`src/d2x80_pkg.sv`:
```
// Shared constants and types for the double to extended conversion.
package d2x80_pkg;

   localparam logic [15:0] SIGN_BIT_EXT = 16'h8000;
   localparam logic [14:0] EXP_MAX_EXT  = 15'h7FFF;
   // Normal: e = bexp - 1022 + 16382 = bexp + 15360
   localparam logic [14:0] NORM_OFFSET  = 15'd15360;
   // Subnormal: e = -1021 - s + 16382 = 15361 - s
   localparam logic [14:0] SUB_BASE     = 15'd15361;
   localparam logic [10:0] BEXP_ALL_ONE = 11'h7FF;

   typedef enum logic [1:0] {
      KIND_ZERO,
      KIND_SPECIAL,
      KIND_NORMAL,
      KIND_SUBNORMAL
   } kind_type;

endpackage

```
`src/double_to_extended80_convert.sv`:
```
// Top level: pipelined binary64 to 80-bit extended conversion.
//
// Usage: drive req_double_bits and pulse start; busy is always low, so a
// request is taken every cycle start is high. Each request yields one result
// on rsp_sign_exponent and rsp_mantissa, marked by rsp_valid for one cycle,
// once it has passed through stages 1 to 4. Throughput is one request
// per cycle.
// Stage 1 classifies the input and builds the raw significand. Stage 2
// counts leading zeros (needed for subnormals only) in two halves. Stage 3
// does the normalizing shift. Stage 4 forms the exponent and registers the
// result. The receiver cannot stall; results are presented once and
// dropped after their cycle.
// Reset clears the valid bits of all stages; payload registers are not
// reset. Results of requests in flight at reset are discarded.
module double_to_extended80_convert (
   input  logic        clock,
   input  logic        reset,
   input  logic        start,
   output logic        busy,
   input  logic [63:0] req_double_bits,
   output logic        rsp_valid,
   output logic [15:0] rsp_sign_exponent,
   output logic [63:0] rsp_mantissa
);
   import d2x80_pkg::*;

   // stage 1 registers
   logic       v1_ff;
   kind_type   kind1_ff;
   logic       neg1_ff;
   logic       nan1_ff;
   logic [10:0] bexp1_ff;
   logic [63:0] mant1_ff;
   // stage 2 registers
   logic       v2_ff;
   kind_type   kind2_ff;
   logic       neg2_ff;
   logic       nan2_ff;
   logic [10:0] bexp2_ff;
   logic [63:0] mant2_ff;
   logic [5:0] lz2_ff;
   // stage 3 registers
   logic       v3_ff;
   kind_type   kind3_ff;
   logic       neg3_ff;
   logic       nan3_ff;
   logic [10:0] bexp3_ff;
   logic [63:0] mant3_ff;
   logic [5:0] lz3_ff;
   // output registers
   logic       v4_ff;
   logic [15:0] se4_ff;
   logic [63:0] mant4_ff;

   logic [10:0] bexp_in;
   logic [51:0] frac_in;
   kind_type    kind_in;
   logic [31:0] hi_half;
   logic [31:0] lo_half;
   logic [4:0]  lz_hi;
   logic [4:0]  lz_lo;
   logic [5:0]  lz_in;
   logic [14:0] exp_in;
   logic [15:0] se_in;
   logic [63:0] mant_in;
   logic        ack;

   assign busy = 1'b0;
   assign ack  = start && !busy;

   // classify the request
   assign bexp_in = req_double_bits[62:52];
   assign frac_in = req_double_bits[51:0];
   always_comb begin
      if (bexp_in == 11'd0 && frac_in == 52'd0) begin
         kind_in = KIND_ZERO;
      end else if (bexp_in == BEXP_ALL_ONE) begin
         kind_in = KIND_SPECIAL;
      end else if (bexp_in != 11'd0) begin
         kind_in = KIND_NORMAL;
      end else begin
         kind_in = KIND_SUBNORMAL;
      end
   end

   always_ff @(posedge clock) begin
      if (reset) begin
         v1_ff <= 1'b0;
      end else begin
         v1_ff <= ack;
      end
      kind1_ff <= kind_in;
      neg1_ff  <= req_double_bits[63];
      nan1_ff  <= (frac_in != 52'd0);
      bexp1_ff <= bexp_in;
      mant1_ff <= {(bexp_in != 11'd0), frac_in, 11'd0};
   end

   // count leading zeros per half
   assign hi_half = mant1_ff[63:32];
   assign lo_half = mant1_ff[31:0];
   always_comb begin
      lz_hi = 5'd31;
      for (int i = 0; i < 32; i++) begin
         if (hi_half[i]) lz_hi = 5'(31 - i);
      end
      lz_lo = 5'd31;
      for (int i = 0; i < 32; i++) begin
         if (lo_half[i]) lz_lo = 5'(31 - i);
      end
      lz_in = (hi_half != 32'd0) ? {1'b0, lz_hi} : {1'b1, lz_lo};
   end

   always_ff @(posedge clock) begin
      if (reset) begin
         v2_ff <= 1'b0;
      end else begin
         v2_ff <= v1_ff;
      end
      kind2_ff <= kind1_ff;
      neg2_ff  <= neg1_ff;
      nan2_ff  <= nan1_ff;
      bexp2_ff <= bexp1_ff;
      mant2_ff <= mant1_ff;
      lz2_ff   <= (kind1_ff == KIND_SUBNORMAL) ? lz_in : 6'd0;
   end

   // normalize
   always_ff @(posedge clock) begin
      if (reset) begin
         v3_ff <= 1'b0;
      end else begin
         v3_ff <= v2_ff;
      end
      kind3_ff <= kind2_ff;
      neg3_ff  <= neg2_ff;
      nan3_ff  <= nan2_ff;
      bexp3_ff <= bexp2_ff;
      mant3_ff <= mant2_ff << lz2_ff;
      lz3_ff   <= lz2_ff;
   end

   // form the exponent word
   always_comb begin
      exp_in = 15'd0;
      case (kind3_ff)
         KIND_ZERO: begin
            se_in   = 16'd0;
            mant_in = 64'd0;
         end
         KIND_SPECIAL: begin
            se_in   = {(neg3_ff && !nan3_ff), EXP_MAX_EXT};
            mant_in = 64'd0;
         end
         KIND_NORMAL: begin
            exp_in  = 15'(bexp3_ff) + NORM_OFFSET;
            se_in   = {neg3_ff, exp_in};
            mant_in = mant3_ff;
         end
         default: begin
            exp_in  = SUB_BASE - 15'(lz3_ff);
            se_in   = {neg3_ff, exp_in};
            mant_in = mant3_ff;
         end
      endcase
   end

   always_ff @(posedge clock) begin
      if (reset) begin
         v4_ff <= 1'b0;
      end else begin
         v4_ff <= v3_ff;
      end
      se4_ff   <= se_in;
      mant4_ff <= mant_in;
   end

   assign rsp_valid         = v4_ff;
   assign rsp_sign_exponent = se4_ff;
   assign rsp_mantissa      = mant4_ff;

`ifndef SYNTHESIS
   // an accepted request always shows up as a result
   a_latency: assert property (@(posedge clock) disable iff (reset)
      ack |-> ##4 rsp_valid) else $error("result lost");
   // a nonzero result always carries the integer bit unless infinity
   a_intbit: assert property (@(posedge clock) disable iff (reset)
      rsp_valid && rsp_mantissa != 64'd0 |-> rsp_mantissa[63])
      else $error("mantissa not normalized");
   // infinity word comes with a zero mantissa
   a_inf: assert property (@(posedge clock) disable iff (reset)
      rsp_valid && rsp_sign_exponent[14:0] == EXP_MAX_EXT |-> rsp_mantissa == 64'd0)
      else $error("infinity mantissa nonzero");
`endif

endmodule
```
`config.mk`:
```
export PLATFORM = sky130hd
export DESIGN_NAME = double_to_extended80_convert
export DESIGN_NICKNAME = d
export VERILOG_FILES = /design/src/d2x80_pkg.sv /design/src/double_to_extended80_convert.sv
export SDC_FILE = /design/constraint.sdc
export NUM_CORES = 1
export LEC_CHECK = 0
export BUFFER_PORTS_ARGS = -buffer_cell sky130_fd_sc_hd__clkbuf_2
export CAP_MARGIN = 40
export CORE_ASPECT_RATIO = 0.6
export CORE_UTILIZATION = 40
export CTS_CLUSTER_SIZE = 16
export DETAILED_ROUTE_END_ITERATION = 8
export GPL_TIMING_DRIVEN = 0
export PLACE_DENSITY = 0.66
export SLEW_MARGIN = 20
export SYNTH_ARGS = -nofsm -noshare
export SYNTH_HDL_FRONTEND = slang
export SYNTH_SLANG_ARGS = --single-unit
```
`constraint.sdc`:
```
create_clock -name clock -period 2.11 [get_ports clock]
set_clock_uncertainty 0.2 [all_clocks]
set_input_delay 0.211 -clock clock [delete_from_list [all_inputs] [get_ports clock]]
set_output_delay 0.211 -clock clock [all_outputs]
set_load 0.01 [all_outputs]
```
; ---- Word-level counts from Yosys, hierarchy flattened
; Index checks and enable logic that the tools add are counted.
[totals]
regBits = 311
in_bits = 67
output_inout_bits = 82
wordCells = 98
[classes]
addsub = 2
eq_ne = 4
shifts = 1
mux = 56
n_reduce_logical = 11
[ops]
columns = cell, n
row1 = $mux 5, 50
row2 = $shl 64x6->64, 1
row3 = $logic_not 52->1, 1
row4 = $reduce_bool 52->1, 1
row5 = $pmux 16 s3, 1
row6 = $reduce_bool 32->1, 1
row7 = $add 11x14->15 const B, 1
row8 = $sub 14x6->15 const A, 1
row9 = $eq 11x11->1 const B, 1
row10 = $logic_not 11->1, 1
row11 = $reduce_bool 11->1, 1
row12 = $mux 6, 1
row13 = $eq 2x2->1 const B, 2
row14 = $mux 4, 1
row15 = $reduce_or 2->1, 2
row16 = $mux 1, 3
row17 = $eq 2x1->1 const B, 1
row18 = $logic_and 1x1->1, 2
row19 = $logic_not 2->1, 1
row20 = $logic_not 1->1, 1

; ---- Longest topological paths before layout
; Gate-level depths: netlist (run 1).
[depth]
depth_word = 32
mapped_depth = 10

; ---- Worst setup path after synthesis (run 1)
; No wires, ideal clock.
[synth_path]
kind = reg-to-reg
start = register lz2_ff[1]
end = register mant3_ff[63]
arrival_ns = 1.838
required_ns = 1.788
setup_slack_ns = -0.050
path_stages_with_launch = 7
path_buffers = 1
path_cell_list = dfxtp_1 buf_6 mux4_2 mux2_2 a21oi_2 o22ai_1 a221o_1
[synth_via]
elab_chain_len = 1
[synth_rtl]
columns = item, line
row1 = start: declaration, double_to_extended80_convert.sv:41  ; logic [5:0] lz2_ff;
row2 = start signal: assignment, double_to_extended80_convert.sv:125  ; lz2_ff <= (kind1_ff == KIND_SUBNORMAL) ? lz_in : 6'd0;
row3 = $shl 64x6->64, double_to_extended80_convert.sv:139  ; mant3_ff <= mant2_ff << lz2_ff;
row4 = end signal: assignment, double_to_extended80_convert.sv:139
row5 = end: declaration, double_to_extended80_convert.sv:48  ; logic [63:0] mant3_ff;
; Every way passes these cells.
; A chain may end at the register's enable or synchronous reset.

; ---- Worst setup path after layout (run 1)
[layout_path]
start = register lz2_ff[1]
end = register mant3_ff[57]
; The elaborated chain is that of the path after synthesis.

==> results.json, run 1 <==
{
  "outcome": "finished, violations left",
  "failed_checks": "negative setup slack",
  "via_per_inst": 5.41,
  "critPathLaunchType": "flip-flop",
  "postRouteWirelength_mm": 34.3,
  "powerDensity_nw_per_um2": 742,
  "crit_type": "flip-flop to flip-flop",
  "synth_ff_type": "dfxtp_1",
  "post-route-util": 0.571,
  "antenna_cells": 0,
  "cts.htree.levels": 1,
  "grtUsageTotal": 0.237,
  "antenna_found_initial": 0,
  "place_ws_ps": -662,
  "clock-sinks": 287,
  "ant_nets": 0,
  "place_inst": 1519,
  "power_leakage_nw": 6.06,
  "start_util": 0.409,
  "dr.pass1.iters": 5,
  "final.fill_count": 2258,
  "coreArea_um2": 26500,
  "root_buffer": "clkbuf_16",
  "worst_slack_ps": -335,
  "clk_pin_slew_worst_paths_ps": 60,
  "worstMarginPinSlew_ps": 623,
  "maxSlewHeadroom": 0.585,
  "worstSkewPairLatency_ps": 560,
  "dieHeight_um": 129,
  "max_freq_mhz": 409,
  "total_power_mw": 11.2,
  "drive_above_1_share": 0.367,
  "finalHoldViolations": 0,
  "cts_tree": "done",
  "ys_seq_area_frac": 0.531,
  "num_rows": 46,
  "place_hpwl_mm": 24.5,
  "worst_ep_arrival_time_ps": 2730,
  "cts.path.max_buffers": 3,
  "grt_max_degree": 17,
  "drc_errors": 0,
  "drt-wirelength-per-cell_um": 20.4,
  "drt_iter0_markers": 897,
  "drv_cap": 0,
  "ios": 149,
  "grt_overflow": 0,
  "vias": 9121,
  "grt_pass1_vias": 8401,
  "ys_seq_elements": 287,
  "slew_violations": 0,
  "syn2layout_area_growth_pct": 39.7,
  "r2r_slack_ps": -340,
  "period_share": 1.16,
  "stdcell_count": 1686,
  "min_path_type": "primary input to flip-flop",
  "yosys_warnings": 0,
  "gp_routability_congestion": 1.00,
  "setup_viol": 47,
  "synth_edf_count": 0,
  "cp_data_required_time_ps": 2400,
  "netlist_instances": 1012,
  "async_reset_ff_frac": 0,
  "end_kind": "flip-flop",
  "ir_drop_mv": 0.736,
  "cts_buffers": 25,
  "rsz0062_at_grt": "true",
  "crit_fanout": 5,
  "synth.distinct_cells": 69,
  "die_area_um2": 27800,
  "fin_crit_ps": 2450,
  "die_x_um": 214,
  "avgSynthCellArea_um2": 10.7,
  "fin_nets": 1379,
  "grt_pass1_wl_mm": 50.1,
  "syn-cell-area_um2": 10800,
  "portBuffers": 136
}
worst max-delay path: stages, from the launching register on:
cell,delay [ps]
dfxtp_4,370
clkbuf_16,170
clkbuf_16,160
buf_6,120
mux2i_4,180
mux4_2,560
mux2_4,340
o21ai_2,120
o31a_1,160
final timing paths:
| check | start | to | cells after the start |
|---|---|---|---|
| setup / recovery | lz2_ff[1]$_SDFF_PP0_ | mant3_ff[57]$_DFF_P_ | 8 |
| hold reg to reg | bexp2_ff[6]$_DFF_P_ | bexp3_ff[6]$_DFF_P_ | 0 |
| hold / removal | req_double_bits[35] | nan1_ff$_DFF_P_ | 5 |
| setup reg to reg | lz2_ff[1]$_SDFF_PP0_ | mant3_ff[57]$_DFF_P_ | 8 |
layer usage:
| metal | global-route usage | routed length (um) | up-vias |
|---|---|---|---|
| li1 | - | - | 4203 |
| met4 | 0.0458 | 647 | 0 |
| met1 | 0.347 | 15800 | 4370 |
| met5 | 0 | 0 | - |
| met3 | 0.0836 | 3870 | 65 |
| met2 | 0.334 | 14000 | 483 |
where the power goes:
group          total [mW]  switching (mW)  internal (mW)
Clock                4.40            1.97           2.43
Sequential           5.88           0.198           5.68
Combinational       0.931           0.434          0.497
synthesized netlist by cell type, types with 4 or more instances:
cell type,count,area (um2)
dfxtp_1,287,5750
nand2_1,76,285
nor2_1,74,278
mux2i_1,69,691
and2_1,60,375
a21oi_1,36,180
o21ai_0,35,175
mux4_2,34,766
nor4_1,29,181
clkbuf_1,27,101
mux2_2,27,304
buf_4,21,158
o21ai_1,20,100
a31oi_1,18,113
inv_1,17,63.8
nor3_1,16,80.1
buf_2,15,75.1
o22ai_1,14,87.6
nand2b_1,11,68.8
a211oi_1,10,75.1
nand3_1,10,50.1
o221ai_1,7,61.3
and3_1,6,37.5
nand4_1,6,37.5
nor2b_1,6,37.5
o211ai_1,6,45.0
o21a_1,6,45.0
buf_6,4,45.0
o31ai_1,4,30.0
state kept, by name, indices dropped and copies added (netlist names), 2 cells and up:
| signal | count |
|---|---|
| mant1_ff | 53 |
| mant2_ff | 53 |
| bexp3_ff | 11 |
| lz2_ff | 6 |
| kind3_ff | 2 |
| rsp_sign_exponent | 14 |
| bexp2_ff | 11 |
| lz3_ff | 6 |
| rsp_mantissa | 53 |
| mant3_ff | 53 |
| bexp1_ff | 11 |
| kind1_ff | 2 |
| kind2_ff | 2 |
cell type report:
type	instances	area [um2]	area share
buffer	73	604	0.0400
clock buffer	36	697	0.0461
clock inverter	7	81.3	0.00538
inverter	20	81.3	0.00538
multi-input combinational	643	5550	0.367
sequential	287	5750	0.380
tap	360	450	0.0298
timing repair buffer	260	1910	0.126
stage by stage:
step                      hold slack, ps  cell area (um2)  setup TNS [ps]
after detailed placement             112            12000          -23000
after global routing                35.6            15100          -10160
after CTS                           35.3            14300           -7240
after floorplan                     38.7            10900           -57.3
final                               1.47            15100           -8100
after global placement               112            12000          -23740
cell usage in the layout, fill, tap and decap left out, types with 16 or more instances in the layout:
cell / Yosys / layout
nor4_1: 29 / 21
clkbuf_2: 0 / 141
a21oi_1: 36 / 28
and2_1: 60 / 57
mux4_2: 34 / 34
dfxtp_1: 287 / 283
nand2_1: 76 / 68
o21ai_0: 35 / 22
mux2_4: 0 / 18
dlygate4sd3_1: 0 / 66
mux2i_2: 0 / 20
mux2i_1: 69 / 26
buf_4: 21 / 64
mux2i_4: 0 / 23
clkbuf_1: 27 / 28
clkbuf_16: 0 / 29
inv_1: 17 / 17
nor2_1: 74 / 61
o21ai_1: 20 / 16
cells by family after synthesis:
logic type	count (synthesis)	synth area share
adder cells (fa/ha/maj)	2	0.00231
multiplexers	133	0.166
flip-flops	287	0.531
AO/OA/AOI/OAI	183	0.107
XOR/XNOR	2	0.00162
buffers and inverters	93	0.0481
other	1	0.000346
AND/OR/NAND/NOR	311	0.144
repair_timing:
item / 4_1_cts / 5_1_grt
hold endpoints to repair: 72 / 0
pin swaps: 11 / 37
setup buffers: 26 / 28
gates cloned: 1 / 4
gates resized for setup: 144 / 127
hold buffers: 66 / 0
setup endpoints to repair: 54 / 53
No activity file was read; power rests on OpenSTA's default activity.
==> run 2: changes to the inputs <==
--- a/config.mk
+++ b/config.mk
@@ -8,11 +8,12 @@
 export BUFFER_PORTS_ARGS = -buffer_cell sky130_fd_sc_hd__clkbuf_2
 export CAP_MARGIN = 40
 export CORE_ASPECT_RATIO = 0.6
+export CORE_MARGIN = 4
 export CORE_UTILIZATION = 40
 export CTS_CLUSTER_SIZE = 16
 export DETAILED_ROUTE_END_ITERATION = 8
 export GPL_TIMING_DRIVEN = 0
-export PLACE_DENSITY = 0.66
+export PLACE_DENSITY = 0.59
 export SLEW_MARGIN = 20
 export SYNTH_ARGS = -nofsm -noshare
 export SYNTH_HDL_FRONTEND = slang
==> run 2 against run 1 <==
  * The flow still finishes with violations (negative setup slack)
  * Via count is 0.46% lower
  * Clock-buffer cell count is 5 lower
  * Cell count is 0.36% higher
  * Non-clock buffer count is 3 higher
  * Critical path depth stayed put
  * Cell area is 0.51% higher
  * Worst setup slack hardly changed
  * Critical endpoint unchanged
  * Sequential share of layout area is 0.18 points lower
  * Clock power is 10% higher
==> results.json, run 2 (synthesized netlist as in run 1, its figures left out) <==
{
  "outcome": "finished, violations left",
  "failed_checks": "negative setup slack",
  "dr.pass1.iters": 5,
  "fin_nets": 1383,
  "final_cell_mix": "dfxtp_1, clkbuf_2, dlygate4sd3_1",
  "cp_data_required_time_ps": 2400,
  "start_util": 0.408,
  "design_area_um2": 15200,
  "clock-sinks": 287,
  "cts.path.max_buffers": 3,
  "grt_pass1_vias": 8549,
  "postRouteWirelength_mm": 34.8,
  "seq_area_um2": 5760,
  "power_leakage_nw": 6.12,
  "dpl_cell_area_um2": 12000,
  "worst_slack_ps": -335,
  "vias": 9079,
  "drv_cap": 0,
  "ios": 149,
  "grt_pass1_wl_mm": 50.7,
  "drc_errors": 0,
  "busiest_layer": "met1",
  "use_met3": 0.0663,
  "crit_type": "flip-flop to flip-flop",
  "coreArea_um2": 26500,
  "syn2layout_area_growth_pct": 40.4,
  "cts_tree": "done",
  "crit_fanout": 5,
  "max_freq_mhz": 409,
  "cts.htree.levels": 1,
  "post-route-util": 0.573,
  "antenna_cells": 0,
  "critical_path.top_delay_family": "multiplexers",
  "ant_nets": 0,
  "dieHeight_um": 135,
  "use_met2": 0.310,
  "worst_ep_arrival_time_ps": 2730,
  "rsz0062_at_grt": "true",
  "place_hpwl_mm": 25.3,
  "final.setup.tns_ps": -6930,
  "end_kind": "flip-flop",
  "via_per_inst": 5.37,
  "crit_path_top_delay_cell": "mux4_2",
  "powerDensity_nw_per_um2": 767,
  "root_buffer": "clkbuf_16",
  "drt_iter0_markers": 1018,
  "maxSlewHeadroom": 0.545,
  "final.fill_count": 2282,
  "ir_drop_mv": 0.632,
  "place_ws_ps": -663,
  "grt_max_degree": 17,
  "finalHoldViolations": 0,
  "fin_crit_ps": 2450,
  "worstSkewPairLatency_ps": 570,
  "worstMarginPinSlew_ps": 682,
  "portBuffers": 136,
  "worstPathCellList": "buf_8 -> clkbuf_16 -> buf_6 -> mux2i_4 -> mux4_2 -> mux2_4 -> o21ai_2 -> o31a_1",
  "stdcell_count": 1692,
  "layout_commonest_cell": "dfxtp_1",
  "clk_pin_slew_worst_paths_ps": 70,
  "total_power_mw": 11.7,
  "slew_violations": 0,
  "die_x_um": 220,
  "cts_buffers": 26,
  "multi_input_area_um2": 5520,
  "die_area_um2": 29800,
  "drive_above_1_share": 0.365,
  "place_inst": 1519,
  "min_path_type": "primary input to flip-flop",
  "period_share": 1.16,
  "use_met1": 0.342,
  "num_rows": 46,
  "gp_routability_congestion": 0.989,
  "grtUsageTotal": 0.223,
  "setup_viol": 42,
  "drt-wirelength-per-cell_um": 20.6,
  "grt_overflow": 0,
  "slowest_delay_ps": 570,
  "holdWs_ps": 8.26,
  "path_buf_inv": 3,
  "critPathLaunchType": "flip-flop",
  "antenna_found_initial": 0
}
[run 2: layer usage]
layer  share of wire  wire [um]
met1            0.47      16400
met2            0.41      14100
met3            0.11       3660
met4           0.016        561
met5          0.0020         69
[run 2: cell type report]
type | instances | area share
repair buffers | 264 | 0.126
clock inverters | 15 | 0.0128
multi-input cells | 643 | 0.363
inverters | 20 | 0.00535
clock buffers | 31 | 0.0460
flip-flops and latches | 287 | 0.379
plain buffers | 72 | 0.0386
well taps | 360 | 0.0296
[run 2: report_power, final]
part / total [mW] / internal, mW / switching (mW)
clock: 4.85 / 2.77 / 2.09
sequential: 5.89 / 5.68 / 0.202
combinational: 0.923 / 0.492 / 0.431
[run 2: worst register-to-register path: stages (launching register included)]
cell and delay, ps:
dfxtp_4 370, buf_8 140, clkbuf_16 160, buf_6 130
mux2i_4 180, mux4_2 570, mux2_4 330, o21ai_2 110
o31a_1 180
[run 2: repair_timing]
item                                    4_1_cts  5_1_grt
endpoints found under the setup margin       55       54
endpoints found under the hold margin        72        0
buffers inserted                             28       30
pin swaps                                    12       17
hold buffers                                 67        0
gates resized for setup                     143      130
cloned                                        0        3
[run 2: final timing paths]
check / from / to / slack (ps) / depth (start not counted)
worst max-delay path: lz2_ff[1]$_SDFF_PP0_ / mant3_ff[57]$_DFF_P_ / -340 / 8
worst min register to register: bexp1_ff[5]$_DFF_P_ / bexp2_ff[5]$_DFF_P_ / 130 / 0
worst max register to register: lz2_ff[1]$_SDFF_PP0_ / mant3_ff[57]$_DFF_P_ / -340 / 8
worst min-delay path: req_double_bits[34] / nan1_ff$_DFF_P_ / 8 / 5
